### config.mk
export PLATFORM = sky130hd
export DESIGN_NAME = kmej_ctrl
export DESIGN_NICKNAME = d
export VERILOG_FILES = /design/src/rtl/kmej_pkg.sv /design/src/rtl/kmej_ctrl.sv
export SDC_FILE = /design/constraint.sdc
export NUM_CORES = 1
export LEC_CHECK = 0
export BUFFER_PORTS_ARGS = -buffer_cell sky130_fd_sc_hd__buf_2
export CAP_MARGIN = 10
export CORE_UTILIZATION = 39
export DETAILED_ROUTE_END_ITERATION = 8
export PLACE_DENSITY = 0.7
export SYNTH_ARGS = -nofsm -noshare
export SYNTH_HDL_FRONTEND = slang
export SYNTH_SLANG_ARGS = --single-unit
### constraint.sdc
create_clock -name clk -period 1.6 [get_ports clk]
set_clock_uncertainty 0.2 [all_clocks]
set_input_delay 0.08 -clock clk [delete_from_list [all_inputs] [get_ports clk]]
set_output_delay 0.08 -clock clk [all_outputs]
set_load 0.02 [all_outputs]
### src/rtl/kmej_pkg.sv
// Shared types, codes and constants of the Kruskal maze edge joiner.
// No dependencies; the RTL modules refer to it by scoped names.
`default_nettype none

package kmej_pkg;

    localparam int unsigned MAX_SIDE_DEF = 64;

    // Wall bits of a cell's mask.
    localparam logic [3:0] WALL_TOP    = 4'h1;
    localparam logic [3:0] WALL_RIGHT  = 4'h2;
    localparam logic [3:0] WALL_BOTTOM = 4'h4;
    localparam logic [3:0] WALL_LEFT   = 4'h8;
    localparam logic [3:0] WALL_ALL    = WALL_TOP | WALL_RIGHT | WALL_BOTTOM | WALL_LEFT;

    localparam logic [3:0] RANK_MAX = 4'hF;

    // Result status codes.
    localparam logic [1:0] STATUS_JOINED    = 2'd0;
    localparam logic [1:0] STATUS_CONNECTED = 2'd1;
    localparam logic [1:0] STATUS_OUT       = 2'd2;

    // Configuration register indexes.
    localparam int unsigned CFG_INDEX_W = 1;
    localparam logic [CFG_INDEX_W-1:0] REG_GRID_WIDTH  = 1'b0;
    localparam logic [CFG_INDEX_W-1:0] REG_GRID_HEIGHT = 1'b1;

    localparam int unsigned SIDE_W = 7;
    localparam logic [SIDE_W-1:0] GRID_RESET = 7'd64;

    typedef struct packed {
        logic [5:0] cell_column;
        logic [5:0] cell_row;
        logic       edge_direction;
    } in_item_t;

    typedef struct packed {
        logic [1:0] status;
        logic [3:0] first_walls;
        logic [3:0] second_walls;
    } out_item_t;

    typedef enum logic [3:0] {
        ST_CLEAR,
        ST_IDLE,
        ST_START,
        ST_FIND_RD,
        ST_FIND_CMP,
        ST_COMP_RD,
        ST_COMP_WR,
        ST_RANK_A,
        ST_RANK_B,
        ST_LINK,
        ST_WALL_A,
        ST_WALL_B,
        ST_WALL_FIN,
        ST_EMIT
    } state_t;

    // Commands from the controller to the datapath.
    typedef struct packed {
        logic clear;
        logic load;
        logic cur_a;
        logic cur_b;
        logic cur_step;
        logic side;
        logic save_root;
        logic comp_wr;
        logic rank_sel;
        logic rank_cap;
        logic link;
        logic wall_sel;
        logic wall_wr_a;
        logic wall_wr_b;
        logic res_load;
        logic res_oog;
    } dp_cmd_t;

    // Status from the datapath to the controller.
    typedef struct packed {
        logic clr_last;
        logic oog;
        logic root_hit;
        logic comp_done;
        logic same_root;
    } dp_stat_t;

endpackage

`default_nettype wire

### src/rtl/kmej_ctrl.sv
// Sequencing state machine of the maze edge joiner: clearing pass, bounds reject, two finds
// with path compression, rank union and wall update. Depends on kmej_pkg.
`default_nettype none

module kmej_ctrl (
    input  wire logic              clk,
    input  wire logic              rst_n,
    input  wire logic              start,
    input  wire kmej_pkg::dp_stat_t stat,
    output kmej_pkg::dp_cmd_t      cmd,
    output logic                   busy,
    output logic                   result_valid
);

    kmej_pkg::state_t state_reg;
    kmej_pkg::state_t state_next;
    logic             side_reg;
    logic             side_next;

    always_ff @(posedge clk or negedge rst_n)
    begin
        if (!rst_n)
        begin
            state_reg <= kmej_pkg::ST_CLEAR;
            side_reg  <= 1'b0;
        end
        else
        begin
            state_reg <= state_next;
            side_reg  <= side_next;
        end
    end

    always_comb
    begin
        state_next   = state_reg;
        side_next    = side_reg;
        cmd          = '0;
        cmd.side     = side_reg;
        busy         = 1'b1;
        result_valid = 1'b0;
        case (state_reg)
            kmej_pkg::ST_CLEAR:
            begin
                cmd.clear = 1'b1;
                if (stat.clr_last)
                begin
                    state_next = kmej_pkg::ST_IDLE;
                end
            end
            kmej_pkg::ST_IDLE:
            begin
                busy = 1'b0;
                if (start)
                begin
                    cmd.load   = 1'b1;
                    state_next = kmej_pkg::ST_START;
                end
            end
            kmej_pkg::ST_START:
            begin
                if (stat.oog)
                begin
                    cmd.res_load = 1'b1;
                    cmd.res_oog  = 1'b1;
                    state_next   = kmej_pkg::ST_EMIT;
                end
                else
                begin
                    cmd.cur_a  = 1'b1;
                    side_next  = 1'b0;
                    state_next = kmej_pkg::ST_FIND_RD;
                end
            end
            kmej_pkg::ST_FIND_RD:
            begin
                state_next = kmej_pkg::ST_FIND_CMP;
            end
            kmej_pkg::ST_FIND_CMP:
            begin
                if (stat.root_hit)
                begin
                    // Root found; walk the same chain again to compress it.
                    cmd.save_root = 1'b1;
                    cmd.cur_a     = !side_reg;
                    cmd.cur_b     = side_reg;
                    state_next    = kmej_pkg::ST_COMP_RD;
                end
                else
                begin
                    cmd.cur_step = 1'b1;
                    state_next   = kmej_pkg::ST_FIND_RD;
                end
            end
            kmej_pkg::ST_COMP_RD:
            begin
                if (stat.comp_done)
                begin
                    if (!side_reg)
                    begin
                        cmd.cur_b  = 1'b1;
                        side_next  = 1'b1;
                        state_next = kmej_pkg::ST_FIND_RD;
                    end
                    else if (stat.same_root)
                    begin
                        state_next = kmej_pkg::ST_WALL_A;
                    end
                    else
                    begin
                        state_next = kmej_pkg::ST_RANK_A;
                    end
                end
                else
                begin
                    state_next = kmej_pkg::ST_COMP_WR;
                end
            end
            kmej_pkg::ST_COMP_WR:
            begin
                cmd.comp_wr  = 1'b1;
                cmd.cur_step = 1'b1;
                state_next   = kmej_pkg::ST_COMP_RD;
            end
            kmej_pkg::ST_RANK_A:
            begin
                state_next = kmej_pkg::ST_RANK_B;
            end
            kmej_pkg::ST_RANK_B:
            begin
                cmd.rank_sel = 1'b1;
                cmd.rank_cap = 1'b1;
                state_next   = kmej_pkg::ST_LINK;
            end
            kmej_pkg::ST_LINK:
            begin
                cmd.link   = 1'b1;
                state_next = kmej_pkg::ST_WALL_A;
            end
            kmej_pkg::ST_WALL_A:
            begin
                state_next = kmej_pkg::ST_WALL_B;
            end
            kmej_pkg::ST_WALL_B:
            begin
                cmd.wall_sel  = 1'b1;
                cmd.wall_wr_a = 1'b1;
                state_next    = kmej_pkg::ST_WALL_FIN;
            end
            kmej_pkg::ST_WALL_FIN:
            begin
                cmd.wall_wr_b = 1'b1;
                cmd.res_load  = 1'b1;
                state_next    = kmej_pkg::ST_EMIT;
            end
            kmej_pkg::ST_EMIT:
            begin
                result_valid = 1'b1;
                state_next   = kmej_pkg::ST_IDLE;
            end
            default:
            begin
                state_next = kmej_pkg::ST_CLEAR;
            end
        endcase
    end

endmodule

`default_nettype wire

=== Word level (Yosys, flattened, before mapping) ===
Index checks and enable logic that the tools add are counted.

* Equality and inequality tests: 17
* $lt $le $gt $ge: 0
* Bitwise operators: 0
* Multiplexer cells: 34
* Shifts and indexed selects: 0
* Add/sub/neg operators: 0
* Div/mod/pow operators: 0
* Multipliers: 0
* Reductions and logical operators: 5

{| class="wikitable"
|+ Operator list
! kind !! count
|-
| $pmux 4 s14 || 1
|-
| $eq 4x4->1 const B || 6
|-
| $mux 4 || 6
|-
| $mux 1 || 17
|-
| $eq 4x3->1 const B || 4
|-
| $pmux 1 s2 || 5
|-
| $eq 4x2->1 const B || 2
|-
| $mux 2 || 4
|-
| $ne 2x2->1 const B || 4
|-
| $eq 4x1->1 const B || 1
|-
| $logic_not 4->1 || 1
|-
| $mux 3 || 1
|-
| $reduce_and 3->1 || 1
|-
| $reduce_and 2->1 || 1
|-
| $reduce_bool 2->1 || 1
|-
| $logic_not 1->1 || 1
|}

* ROM bits: 0
* Word-level logic and storage cells: 58
* Memories: 0
* Bits in latches: 0
* Bits in writable memories: 0
* Register bits after elaboration: 5

=== Logic depth before layout (Yosys ltp) ===
* Word-level depth: 4
* Depth in mapped cells: 5

=== Worst setup path after synthesis ===
Ideal clock, no wire load.

* Kind: register -> register
* From: register state_reg[2]
* To: register state_reg[0]
* Slack: -0.225 ns
* Arrival time: 1.463 ns
* Library setup time: 0.162 ns
* Buffers on the path: 0
* Stages on the path, launching flop included: 4
* Clock period less this slack: 1.825 ns
* Path through: dfrtp_1 -> or2_2 -> nor3_1 -> a222oi_1

* Cells in the longest elaborated chain, start to end: 3
* Elaborated cells between the ends (all ways): 18
* Those cells by class: eq/ne (15); mux (1); reduce/logical (2)

{| class="wikitable"
|+ RTL lines
! element !! line !! RTL
|-
| start, declared || kmej_ctrl.sv:15 || <nowiki>kmej_pkg::state_t state_reg;</nowiki>
|-
| start signal, assigned || kmej_ctrl.sv:24 || <nowiki>state_reg <= kmej_pkg::ST_CLEAR;</nowiki>
|-
| start signal, assigned || kmej_ctrl.sv:29 || <nowiki>state_reg <= state_next;</nowiki>
|-
| $eq 4x1->1 or $logic_not 4->1 (tied branches) || kmej_ctrl.sv:42 || <nowiki>case (state_reg)</nowiki>
|-
| $ne 2x2->1 (no source line) || - ||
|-
| $reduce_and 2->1 (no source line) || - ||
|}

Several ways; a longest one is shown, not always the timed one.
A chain may end at the register's enable or synchronous reset.

==> run metrics <==
Worst R2R Setup Slack -20 ps; GRT Overall Usage 0.267; power density over the cells 1940 nW/um^2; IO Count 26; Post-Synth XOR/XNOR Area 0; layout cells sized above 1 0.581; Most used DFF post-synth dfrtp_1; post-route DRC violation count 0; synthesized flop and latch total 5; Longest Clk Path Bufs 2; die height approximately 39 microns; hold-critical path depth 4; clk root buf clkbuf_4; via/cell ratio roughly 5.6; ant diodes 0; # rows 12; post-synthesis simple-gate area fraction 0.364; period utilization 1.19; most frequent cells in the layout 20 x buf_4, 15 x buf_2, 9 x buf_6; Hold Path Sink state_reg[0]; Worst Setup End Kind primary output; number of port buffers 25; switch share 0.464; first-pass GRT wire length between 2000 and 3000 microns; top cell type's share of synthesized area 0.234; crit path cell chain nand2b_4 > or4b_4 > mux2i_2 > buf_4; dpl cells roughly 110; initial antenna violation count 0; CP Launch Point state_reg[3]; synthesis-to-finish area growth 93.7%; wire length per cell 16.4 microns; GP Congestion approximately 0.86; cell taking the most area after synthesis dfrtp_1; final setup violating endpoints 10; Post-Synth Adder-Cell Area 0; outcome finished, violations left; Max rail drop VDD 1250 uV; Clock Sinks 5; MaxCap Viol Count 0; reg2reg end state_reg[1]; Max Freq 524 MHz; main combinational cell family by area after synthesis simple AND/OR/NAND/NOR gates; die area approximately 1500 sq um; Routed Antenna Nets 0; Slew @ Worst Pin slightly below 400 ps; pin count of the biggest net entering global routing 13; most common cell after layout, fill and taps aside buf_4; CP startpoint kind flop; Die W 39.1 microns; final non-filler cell total between 100 and 150; number of flops mapped to enable cells by yosys 0; Clock power frac 0.071; total wire length between 2000 and 2500 microns; internal power around 1100 uW; NumNets Final about 130; vias after detailed routing around 740; CTS tree yes; origin of the critical flop-to-flop path state_reg[1]; Final Cell Area about 1000 sq um; Pre-antenna DRT Iters 4; failing checks setup timing; Num CTS Buffers 3; Combinational Power Share 0.793; CP Max Fanout 4; Mapped Area approximately 540 sq um; LEAKAGE 0.000511 uW; Setup CP Type reg -> out; sw power roughly 930 uW; Ys Warns 0; post-synthesis instance total 70; Sequential Power Share 0.136; Critical Path Max Stage Delay 520 ps; vias in the first global route about 650; Final Hold Fails 0; mux share of post-synthesis cell area 0.0374; CTS clk-pin slew, worst paths 50 ps; top post-synthesis cells by area dfrtp_1 23%, nor3_1 6.5%, nor2_1 4.9%; sequential share of the synthesized area 0.234; cells on worst reg2reg path 6; core area around 1200 sq um; gr ovfl total 0; final worst setup slack -308 ps; syn_nets 78; ys async rst share 1.00; syn_area_per_cell 7.65 sq um; worst rel slew slack 0.735; max reg flops 4; Initial Util 0.451; DRT iter0 DRCs 20; Distinct cells, synth 29; WP data arrival 1630 ps; hold path startpoint start; DP HPWL approximately 1200 microns; Synth Area in Compound Gates 0.236; dpl cell area 749 sq um; Final min period around 1900 ps; Clock Latency Late Sink approximately 240 ps; highest-delay cell along the critical path or4b_4; Slew Limit Fails 0; setup repair after global routing missed its margin true; Critical Path RT between 1000 and 1500 ps; Hold WC Path Type in -> reg; H-tree levels 1
## repair_timing
item	4_1_cts	5_1_grt
setup buffers	3	8
hold buffers	5	0
resized for setup	16	17
pin swaps	2	4
endpoints found under the hold margin	9	0
endpoints found under the setup margin	13	16
## worst max-delay path: cells and delay by family (launching register included)
kind,cells,cell delay (ps)
and+or+nand+nor,2,670
DFF,1,400
muxes,1,160
buffers and inverters,1,160
## final cells by class
class / instances / area (sq um)
sequential: 5 / 126
clock buffer: 4 / 26.3
timing repair buffer: 51 / 412
inverter: 6 / 22.5
fill: 63 / 149
tap: 14 / 17.5
multi-input combinational: 51 / 433
## metrics by stage
| step | setup WS, ps | util | hold slack (ps) | TNS [ps] | total power [uW] |
|---|---|---|---|---|---|
| 2_1_floorplan | -33.5 | - | -416 | -41.6 | 1040 |
| 3_3_place_gp | -52.8 | 0.632 | -302 | -65.0 | 1380 |
| 3_5_place_dp | -68.4 | 0.632 | -303 | -103 | 1390 |
| 4_1_cts | -318 | 0.764 | 12.1 | -1600 | 1710 |
| 5_1_grt | -366 | 0.874 | 27.4 | -2430 | 2130 |
| 6_report | -308 | 0.874 | 13.6 | -1620 | 2010 |
## kinds of logic (layout without fill, tap and decap cells)
family / after synthesis / in the layout
compound gates: 17 / 17
mux: 2 / 2
flops: 5 / 5
simple gates: 32 / 32
buf+inv: 14 / 61
## worst max-delay path by stage
stage	end	depth (start not counted)
after floorplan	cmd[12]	3
after CTS	cmd[12]	4
final	cmd[12]	4
after detailed placement	cmd[12]	4
after global placement	cmd[12]	4
after global routing	cmd[12]	4
## cell usage after synthesis, types with 2 or more instances
cell	instances
nor2_1	7
nor3_1	7
inv_1	6
dfrtp_1	5
buf_2	4
nand2_1	4
a21oi_1	3
buf_4	3
nand2b_1	3
o21bai_1	3
a211o_1	2
a222oi_1	2
mux2i_1	2
nand3b_1	2
o21a_1	2
or2_2	2
## layer usage
layer	vias up	routed length, microns	global-route usage
met4	0	40	0.129
li1	341	-	-
met3	4	48	0.0347
met5	-	0	0
met2	21	1170	0.454
met1	372	886	0.326
## power by group through the flow
stage                     logic [uW]  registers (uW)  clock network, uW
after CTS                       1290             266                148
final                           1590             273                143
after global routing            1680             278                166
after global placement          1120             261                  0
after floorplan                  797             241                  0
after detailed placement        1130             261                  0
(Power assumes the default switching activity.)
